**config.mk**
```make
export PLATFORM = sky130hd
export DESIGN_NAME = hampel_outlier_filter_unit
export DESIGN_NICKNAME = d
export VERILOG_FILES = /design/src/hdl/hof_pkg.sv /design/src/hdl/hof_sort_cell.sv /design/src/hdl/hof_window_line.sv /design/src/hdl/hampel_outlier_filter_unit.sv
export SDC_FILE = /design/constraint.sdc
export NUM_CORES = 1
export LEC_CHECK = 0
export ABC_AREA = 1
export ABC_CLOCK_PERIOD_IN_PS = 6300
export BUFFER_PORTS_ARGS = -buffer_cell sky130_fd_sc_hd__buf_2
export CAP_MARGIN = 20
export CORE_ASPECT_RATIO = 2
export CORE_MARGIN = 2
export CORE_UTILIZATION = 60
export CTS_CLUSTER_DIAMETER = 30
export CTS_CLUSTER_SIZE = 24
export DETAILED_ROUTE_END_ITERATION = 8
export GPL_ROUTABILITY_DRIVEN = 0
export GPL_TIMING_DRIVEN = 0
export PLACE_DENSITY_LB_ADDON = 0.05
export SKIP_CTS_REPAIR_TIMING = 1
export SYNTH_ARGS = -nofsm -noshare
export SYNTH_HDL_FRONTEND = slang
export SYNTH_HIERARCHICAL = 1
export SYNTH_SLANG_ARGS = --single-unit
```
**constraint.sdc**
```tcl
create_clock -name clock -period 6.3 [get_ports clock]
set_input_delay 0.63 -clock clock [delete_from_list [all_inputs] [get_ports clock]]
set_output_delay 0.63 -clock clock [all_outputs]
set_load 0.02 [all_outputs]
```
**src/hdl/hof_pkg.sv**
```systemverilog
`default_nettype none

package hof_pkg;

   localparam int WINDOW         = 7;
   localparam int SAMPLE_BITS    = 16;
   localparam int KEY_BITS       = SAMPLE_BITS + 1;
   localparam int CNT_BITS       = $clog2(WINDOW + 1);
   // one sort pass: feed all WINDOW values, then let the middle cell settle
   localparam int SORT_STEPS     = WINDOW + WINDOW / 2;
   localparam int STEP_BITS      = $clog2(SORT_STEPS);
   localparam int CFG_BITS       = 16;
   localparam int BASE_BITS      = (SAMPLE_BITS > CFG_BITS) ? SAMPLE_BITS : CFG_BITS;
   localparam int PROD_BITS      = CFG_BITS + BASE_BITS;
   localparam int TDATA_BITS     = ((SAMPLE_BITS + 7) / 8) * 8;
   localparam int CSR_INDEX_BITS = 1;

   localparam logic [CSR_INDEX_BITS-1:0] CSR_LIMIT_SCALE = CSR_INDEX_BITS'(0);
   localparam logic [CSR_INDEX_BITS-1:0] CSR_MAD_FLOOR   = CSR_INDEX_BITS'(1);

   localparam logic [CFG_BITS-1:0] LIMIT_SCALE_RESET = CFG_BITS'(1898);
   localparam logic [CFG_BITS-1:0] MAD_FLOOR_RESET   = CFG_BITS'(1);

   typedef logic signed [SAMPLE_BITS-1:0] sample_type;
   typedef logic signed [KEY_BITS-1:0]    key_type;

   // one value travelling down the sort cell row
   typedef struct packed {
      logic    valid;
      key_type key;
   } sort_link_type;

endpackage

`default_nettype wire

```
**src/hdl/hof_sort_cell.sv**
```systemverilog
`default_nettype none

module hof_sort_cell (
   input  wire logic                  clock,
   input  wire logic                  reset,
   input  wire logic                  clear,
   input  wire hof_pkg::sort_link_type link_in,
   output hof_pkg::sort_link_type      link_out,
   output hof_pkg::key_type            key
);
   import hof_pkg::*;

   key_type key_ff, key_in;
   logic    held_ff, held_in;
   logic    out_valid_ff, out_valid_in;
   key_type out_key_ff, out_key_in;
   logic    take;

   // keep the smaller key, hand the larger one to the neighbor next cycle
   always_comb begin
      take          = link_in.valid && (!held_ff || (link_in.key < key_ff));
      out_valid_in  = !clear && link_in.valid && held_ff;
      out_key_in    = take ? key_ff : link_in.key;
      key_in        = take ? link_in.key : key_ff;
      held_in       = clear ? 1'b0 : (held_ff || link_in.valid);
   end

   always_ff @(posedge clock) begin
      if (reset) begin
         held_ff      <= 1'b0;
         out_valid_ff <= 1'b0;
      end else begin
         held_ff      <= held_in;
         out_valid_ff <= out_valid_in;
      end
   end

   always_ff @(posedge clock) begin
      key_ff     <= key_in;
      out_key_ff <= out_key_in;
   end

   assign link_out = {out_valid_ff, out_key_ff};
   assign key      = key_ff;

endmodule

`default_nettype wire

```
**src/hdl/hof_window_line.sv**
```systemverilog
`default_nettype none

module hof_window_line (
   input  wire logic                clock,
   input  wire logic                shift_en,
   input  wire logic                rotate_en,
   input  wire hof_pkg::sample_type sample_in,
   output hof_pkg::sample_type      tail
);
   import hof_pkg::*;

   sample_type cells_ff [WINDOW];
   sample_type cells_in [WINDOW];

   // newest sample enters cell 0; WINDOW rotations bring the window back
   // to its original order
   always_comb begin
      for (int i = 1; i < WINDOW; i++) begin
         cells_in[i] = (shift_en || rotate_en) ? cells_ff[i-1] : cells_ff[i];
      end
      if (shift_en) begin
         cells_in[0] = sample_in;
      end else if (rotate_en) begin
         cells_in[0] = cells_ff[WINDOW-1];
      end else begin
         cells_in[0] = cells_ff[0];
      end
   end

   always_ff @(posedge clock) begin
      cells_ff <= cells_in;
   end

   assign tail = cells_ff[WINDOW-1];

endmodule

`default_nettype wire

```
**src/hdl/hampel_outlier_filter_unit.sv**
```systemverilog
`default_nettype none

// Channel | Dir | Ports                         | Contents (low bit first)
// req     | in  | req_tvalid/tready/tdata        | tdata: sample
// rsp     | out | rsp_tvalid/tready/tdata/tuser  | tdata: filtered; tuser: replaced, window_full
// csr     | in  | csr_valid/ready/index/data     | index 0 limit_scale, 1 mad_floor
//
// Sequence: once the window is full, each sample takes two sort passes (values,
//   then deviations from the median); each feeds WINDOW values, one a cycle, then
//   waits for the middle cell to settle. While the window fills, samples pass through.
// Reset: synchronous; clears control, fill count and config, not the window.
// Stalls: a result waits in the output register; the next sample transfer is
//   still taken, and its result holds in the emit state until the register is free.

module hampel_outlier_filter_unit (
   input  wire logic                                clock,
   input  wire logic                                reset,
   // stream in
   input  wire logic                                req_tvalid,
   output logic                                     req_tready,
   input  wire logic [hof_pkg::TDATA_BITS-1:0]      req_tdata,   // [15:0] sample
   // stream out
   output logic                                     rsp_tvalid,
   input  wire logic                                rsp_tready,
   output logic [hof_pkg::TDATA_BITS-1:0]           rsp_tdata,   // [15:0] filtered
   output logic [1:0]                               rsp_tuser,   // [0] replaced, [1] window_full
   // register writes
   input  wire logic                                csr_valid,
   output logic                                     csr_ready,
   input  wire logic [hof_pkg::CSR_INDEX_BITS-1:0]  csr_index,
   input  wire logic [hof_pkg::CFG_BITS-1:0]        csr_data
);
   import hof_pkg::*;

   localparam logic [2:0] S_IDLE     = 3'd0;
   localparam logic [2:0] S_SORT_VAL = 3'd1;
   localparam logic [2:0] S_TAKE_MED = 3'd2;
   localparam logic [2:0] S_SORT_DEV = 3'd3;
   localparam logic [2:0] S_TAKE_MAD = 3'd4;
   localparam logic [2:0] S_PRODUCT  = 3'd5;
   localparam logic [2:0] S_EMIT     = 3'd6;

   // |a - b|, exact at one extra bit
   function automatic logic [SAMPLE_BITS-1:0] abs_diff(sample_type a, sample_type b);
      logic signed [SAMPLE_BITS:0] d;
      logic signed [SAMPLE_BITS:0] m;
      d = {a[SAMPLE_BITS-1], a} - {b[SAMPLE_BITS-1], b};
      m = d[SAMPLE_BITS] ? -d : d;
      return m[SAMPLE_BITS-1:0];
   endfunction

   logic [2:0]           state_ff, state_in;
   logic [STEP_BITS-1:0] cnt_ff, cnt_in;
   logic [CNT_BITS-1:0]  fill_ff, fill_in;
   logic                pass_ff, pass_in;          // filling: sample goes straight out
   sample_type          x_ff, x_in;
   sample_type          med_ff, med_in;
   logic [SAMPLE_BITS-1:0] dev_ff, dev_in;
   logic [BASE_BITS-1:0]   base_ff, base_in;
   logic [PROD_BITS-1:0]   prod_ff, prod_in;
   logic [CFG_BITS-1:0]    scale_ff, scale_in;
   logic [CFG_BITS-1:0]    floor_ff, floor_in;

   logic                   rsp_valid_ff, rsp_valid_in;
   logic [SAMPLE_BITS-1:0] rsp_filtered_ff, rsp_filtered_in;
   logic                   rsp_replaced_ff, rsp_replaced_in;
   logic                   rsp_full_ff, rsp_full_in;

   logic          req_xfer;
   logic          csr_xfer;
   logic          out_free;
   sample_type    sample;
   sample_type    tail;
   logic          sorting;
   logic          feeding;
   logic          sort_clear;
   sort_link_type link [WINDOW];
   key_type       cell_key [WINDOW];
   key_type       mid_key;
   logic [SAMPLE_BITS-1:0]  mad_val;
   logic [SAMPLE_BITS+7:0]  lhs;
   logic                    outlier;

   assign sample     = sample_type'(req_tdata[SAMPLE_BITS-1:0]);
   assign req_tready = (state_ff == S_IDLE);
   assign req_xfer   = req_tvalid && req_tready;
   assign csr_ready  = 1'b1;
   assign csr_xfer   = csr_valid && csr_ready;
   assign out_free   = !rsp_valid_ff || rsp_tready;

   // a pass feeds WINDOW values, then lets the row settle
   assign sorting    = (state_ff == S_SORT_VAL) || (state_ff == S_SORT_DEV);
   assign feeding    = sorting && (cnt_ff < STEP_BITS'(WINDOW));
   assign sort_clear = (state_ff == S_IDLE) || (state_ff == S_TAKE_MED);

   // window line: shifts on a sample transfer, rotates while feeding
   hof_window_line u_window (
      .clock     (clock),
      .shift_en  (req_xfer),
      .rotate_en (feeding),
      .sample_in (sample),
      .tail      (tail)
   );

   // feed: raw samples on the first pass, deviations from median on the second
   always_comb begin
      link[0].valid = feeding;
      if (state_ff == S_SORT_DEV) begin
         link[0].key = key_type'({1'b0, abs_diff(tail, med_ff)});
      end else begin
         link[0].key = key_type'(tail);
      end
   end

   // insertion sort row: cell 0 ends up with the smallest key
   for (genvar i = 0; i < WINDOW; i++) begin : g_sort
      if (i == WINDOW - 1) begin : g_last
         hof_sort_cell u_cell (
            .clock    (clock),
            .reset    (reset),
            .clear    (sort_clear),
            .link_in  (link[i]),
            .link_out (),
            .key      (cell_key[i])
         );
      end else begin : g_mid
         hof_sort_cell u_cell (
            .clock    (clock),
            .reset    (reset),
            .clear    (sort_clear),
            .link_in  (link[i]),
            .link_out (link[i+1]),
            .key      (cell_key[i])
         );
      end
   end

   // middle of the sorted row; even window takes the floor of the mean
   always_comb begin
      logic signed [KEY_BITS:0] pair;
      if ((WINDOW % 2) != 0) begin
         pair    = {cell_key[WINDOW/2][KEY_BITS-1], cell_key[WINDOW/2]};
         mid_key = cell_key[WINDOW/2];
      end else begin
         pair    = {cell_key[WINDOW/2-1][KEY_BITS-1], cell_key[WINDOW/2-1]}
                 + {cell_key[WINDOW/2][KEY_BITS-1], cell_key[WINDOW/2]};
         mid_key = key_type'(pair >>> 1);
      end
   end

   assign mad_val = mid_key[SAMPLE_BITS-1:0];
   assign lhs     = {dev_ff, 8'b0};
   assign outlier = PROD_BITS'(lhs) > prod_ff;

   always_comb begin
      state_in        = state_ff;
      cnt_in          = cnt_ff;
      fill_in         = fill_ff;
      pass_in         = pass_ff;
      x_in            = x_ff;
      med_in          = med_ff;
      dev_in          = dev_ff;
      base_in         = base_ff;
      prod_in         = prod_ff;
      scale_in        = scale_ff;
      floor_in        = floor_ff;
      rsp_valid_in    = rsp_valid_ff && !rsp_tready;
      rsp_filtered_in = rsp_filtered_ff;
      rsp_replaced_in = rsp_replaced_ff;
      rsp_full_in     = rsp_full_ff;

      if (csr_xfer) begin
         case (csr_index)
            CSR_LIMIT_SCALE: scale_in = csr_data;
            CSR_MAD_FLOOR:   floor_in = csr_data;
            default: ;
         endcase
      end

      case (state_ff)
         S_IDLE: begin
            cnt_in = '0;
            if (req_xfer) begin
               x_in = sample;
               if (fill_ff < CNT_BITS'(WINDOW)) begin
                  fill_in  = fill_ff + 1'b1;
                  pass_in  = 1'b1;
                  state_in = S_EMIT;
               end else begin
                  pass_in  = 1'b0;
                  state_in = S_SORT_VAL;
               end
            end
         end
         S_SORT_VAL: begin
            cnt_in = cnt_ff + 1'b1;
            if (cnt_ff == STEP_BITS'(SORT_STEPS - 1)) begin
               state_in = S_TAKE_MED;
            end
         end
         S_TAKE_MED: begin
            med_in   = sample_type'(mid_key[SAMPLE_BITS-1:0]);
            cnt_in   = '0;
            state_in = S_SORT_DEV;
         end
         S_SORT_DEV: begin
            cnt_in = cnt_ff + 1'b1;
            if (cnt_ff == STEP_BITS'(SORT_STEPS - 1)) begin
               state_in = S_TAKE_MAD;
            end
         end
         S_TAKE_MAD: begin
            dev_in   = abs_diff(x_ff, med_ff);
            base_in  = (BASE_BITS'(mad_val) < BASE_BITS'(floor_ff)) ?
                       BASE_BITS'(floor_ff) : BASE_BITS'(mad_val);
            state_in = S_PRODUCT;
         end
         S_PRODUCT: begin
            prod_in  = PROD_BITS'(scale_ff) * PROD_BITS'(base_ff);
            state_in = S_EMIT;
         end
         S_EMIT: begin
            if (out_free) begin
               rsp_valid_in = 1'b1;
               if (pass_ff) begin
                  rsp_filtered_in = x_ff;
                  rsp_replaced_in = 1'b0;
                  rsp_full_in     = 1'b0;
               end else begin
                  rsp_filtered_in = outlier ? med_ff : x_ff;
                  rsp_replaced_in = outlier;
                  rsp_full_in     = 1'b1;
               end
               state_in = S_IDLE;
            end
         end
         default: begin
            state_in = S_IDLE;
         end
      endcase
   end

   always_ff @(posedge clock) begin
      if (reset) begin
         state_ff     <= S_IDLE;
         cnt_ff       <= '0;
         fill_ff      <= '0;
         pass_ff      <= 1'b0;
         scale_ff     <= LIMIT_SCALE_RESET;
         floor_ff     <= MAD_FLOOR_RESET;
         rsp_valid_ff <= 1'b0;
      end else begin
         state_ff     <= state_in;
         cnt_ff       <= cnt_in;
         fill_ff      <= fill_in;
         pass_ff      <= pass_in;
         scale_ff     <= scale_in;
         floor_ff     <= floor_in;
         rsp_valid_ff <= rsp_valid_in;
      end
   end

   // payload, no reset
   always_ff @(posedge clock) begin
      x_ff            <= x_in;
      med_ff          <= med_in;
      dev_ff          <= dev_in;
      base_ff         <= base_in;
      prod_ff         <= prod_in;
      rsp_filtered_ff <= rsp_filtered_in;
      rsp_replaced_ff <= rsp_replaced_in;
      rsp_full_ff     <= rsp_full_in;
   end

   assign rsp_tvalid = rsp_valid_ff;
   assign rsp_tdata  = TDATA_BITS'(rsp_filtered_ff);
   assign rsp_tuser  = {rsp_full_ff, rsp_replaced_ff};

endmodule

`default_nettype wire
```
==> results_dict.tcl <==
set metrics [dict create \
    grt_use_total_pct 30.8 \
    worstSkewPairLatency_ns 0.58 \
    antenna_found_initial 4 \
    die_height_um 308 \
    clock_path_buffers 3 \
    num_antenna_cells 0 \
    period_needed_ns 6.18 \
    crit_chain "clkbuf_4 -> nand2_1 -> fa_1 -> fa_1 -> fa_1 -> fa_1 -> inv_1 -> fa_1 -> inv_1 -> fa_2 -> inv_1 -> ha_1 -> a21oi_1 -> o21ai_0 -> o21bai_1 -> a21boi_1 -> o21ai_1 -> nand2_1 -> nand2_1 -> xor2_1" \
    via_count 20813 \
    drt_iter0_drc 1073 \
    final_cell_mix "nand2_1, inv_1, edfxtp_1, ha_1, fa_1" \
    finalMaxSlewViolations 0 \
    crit_family "adder cells" \
    yosysWarnings 6 \
    cp.required_ns 6.61 \
    period_share_pct 98.2 \
    multi_input_area_um2 13700 \
    drt-total-wl_mm 72.2 \
    cts_htree_levels 2 \
    cap_viol_max_count 0 \
    drc 0 \
    coreArea_um2 45700 \
    syn-instance-count 3103 \
    grt_max_degree 71 \
    critPathSlowestCell "fa_2" \
    drive_above_1_share_pct 9.69 \
    outcome "complete, no violations" \
    dpl_cell_area_um2 28700 \
    io_pins 59 \
    worst_pin_slew_ns 0.971 \
    io_buffers 57 \
    grt_pass1_wl_mm 111 \
    layout_commonest_cell "nand2_1" \
    dp.final_hpwl_mm 57.3 \
    dr.pass1.iters 8 \
    rsz0062_at_grt "yes" \
    hp-start "req_tdata[3]" \
    fin_tns_setup_ns 0 \
    worst_ep_arrival_time_ns 6.49 \
    final.setup_skew_ns 0.0330 \
    synth.avg_cell_area_um2 8.92 \
    setup_viol 0 \
    clock-root-buffer "clkbuf_16" \
    start_util_pct 60.6 \
    seqCellArea_um2 10900 \
    vias_per_cell 5.47 \
    rows 111 \
    rr_startpoint "base_ff[1]" \
    fmax_mhz 162 \
    cp-end-kind "flip-flop" \
    num-fill-cells 3640 \
    detail-route-antenna-nets 0 \
    post-route-cell-area_um2 30600 \
    grt_pass1_vias 21468 \
    max_slew_margin_pct 35.0 \
    syn_nets 3573 \
    path_buf_inv 4 \
    holdCritPathClass "in -> reg" \
    cp_max_fo 10 \
    critPathLaunch "base_ff[1]" \
    clock-sinks 396 \
    cpMostUsedCell "fa_1" \
    numCtsBuffers 48 \
    syn_to_final_growth_pct 10.6 \
    overflow 0 \
    netlist_area_um2 27700 \
    chipWidth_um 156 \
    final_nets 3673 \
    wire_per_inst_um 19.0 \
    crit_path_start_kind "flip-flop" \
    hold_ws_ns 0.263 \
    hold_violations 0 \
    clkTransAtPathRegs_ns 0.07 \
    path_class "reg -> reg" \
    cpPeakStageDelay_ns 0.68 \
    cts_tree "done" \
    design.die.area_um2 48000 \
]
==> worst paths after layout <==
check	end	slack (ns)	cells past startpoint
worst max-delay path	prod_ff[24]	0.12	20
worst min-delay path	x_ff[3]	0.26	1
worst max register to register	prod_ff[24]	0.12	20
worst min register to register	u_window/cells_ff[75]	0.41	0
==> registers in the layout, indices dropped and copies added, names as in the netlist, 3 cells and up <==
name                              count
u_window/cells_ff                    96
g_sort.g_mid.u_cell/key              68
g_sort.g_mid.u_cell/out_key_ff       51
prod_ff                              32
base_ff                              16
dev_ff                               16
floor_ff                             16
med_ff                               16
rsp_tdata                            16
scale_ff                             16
u_window/tail                        16
x_ff                                 16
cnt_ff                                4
g_sort.g_mid.u_cell/held_ff           4
fill_ff                               3
g_sort.g_mid.u_cell/out_valid_ff      3
state_ff                              3
==> area by class of cell <==
type,count,share of cell area (%)
sequential,396,35.6
tap,565,2.31
timing repair buffer,81,1.59
buffer,92,2.08
inverter,663,8.15
clock buffer,54,4.17
clock inverter,35,1.25
multi-input combinational,1921,44.9
==> layer usage <==
layer / vias to the layer above / part of all wire [%] / GRT usage (%)
met3: 353 / 5.4 / 5.24
met2: 711 / 52 / 56.3
met4: 8 / 12 / 29.0
met5: - / 0.064 / 0
li1: 9861 / - / -
met1: 9880 / 31 / 28.1
==> through the flow <==
stage | setup slack, ns | utilization (%) | instances
2_1_floorplan | 0.605 | - | 3103
3_3_place_gp | -0.530 | 62.7 | 3725
3_5_place_dp | -0.646 | 62.9 | 3727
4_1_cts | -0.667 | 66.5 | 3816
5_1_grt | -0.00527 | 67.0 | 3807
6_report | 0.116 | 67.0 | 3807
Power is left out: the tool's default activity adds up to more than one toggle a clock period on the data nets, which glitch-free logic cannot reach.
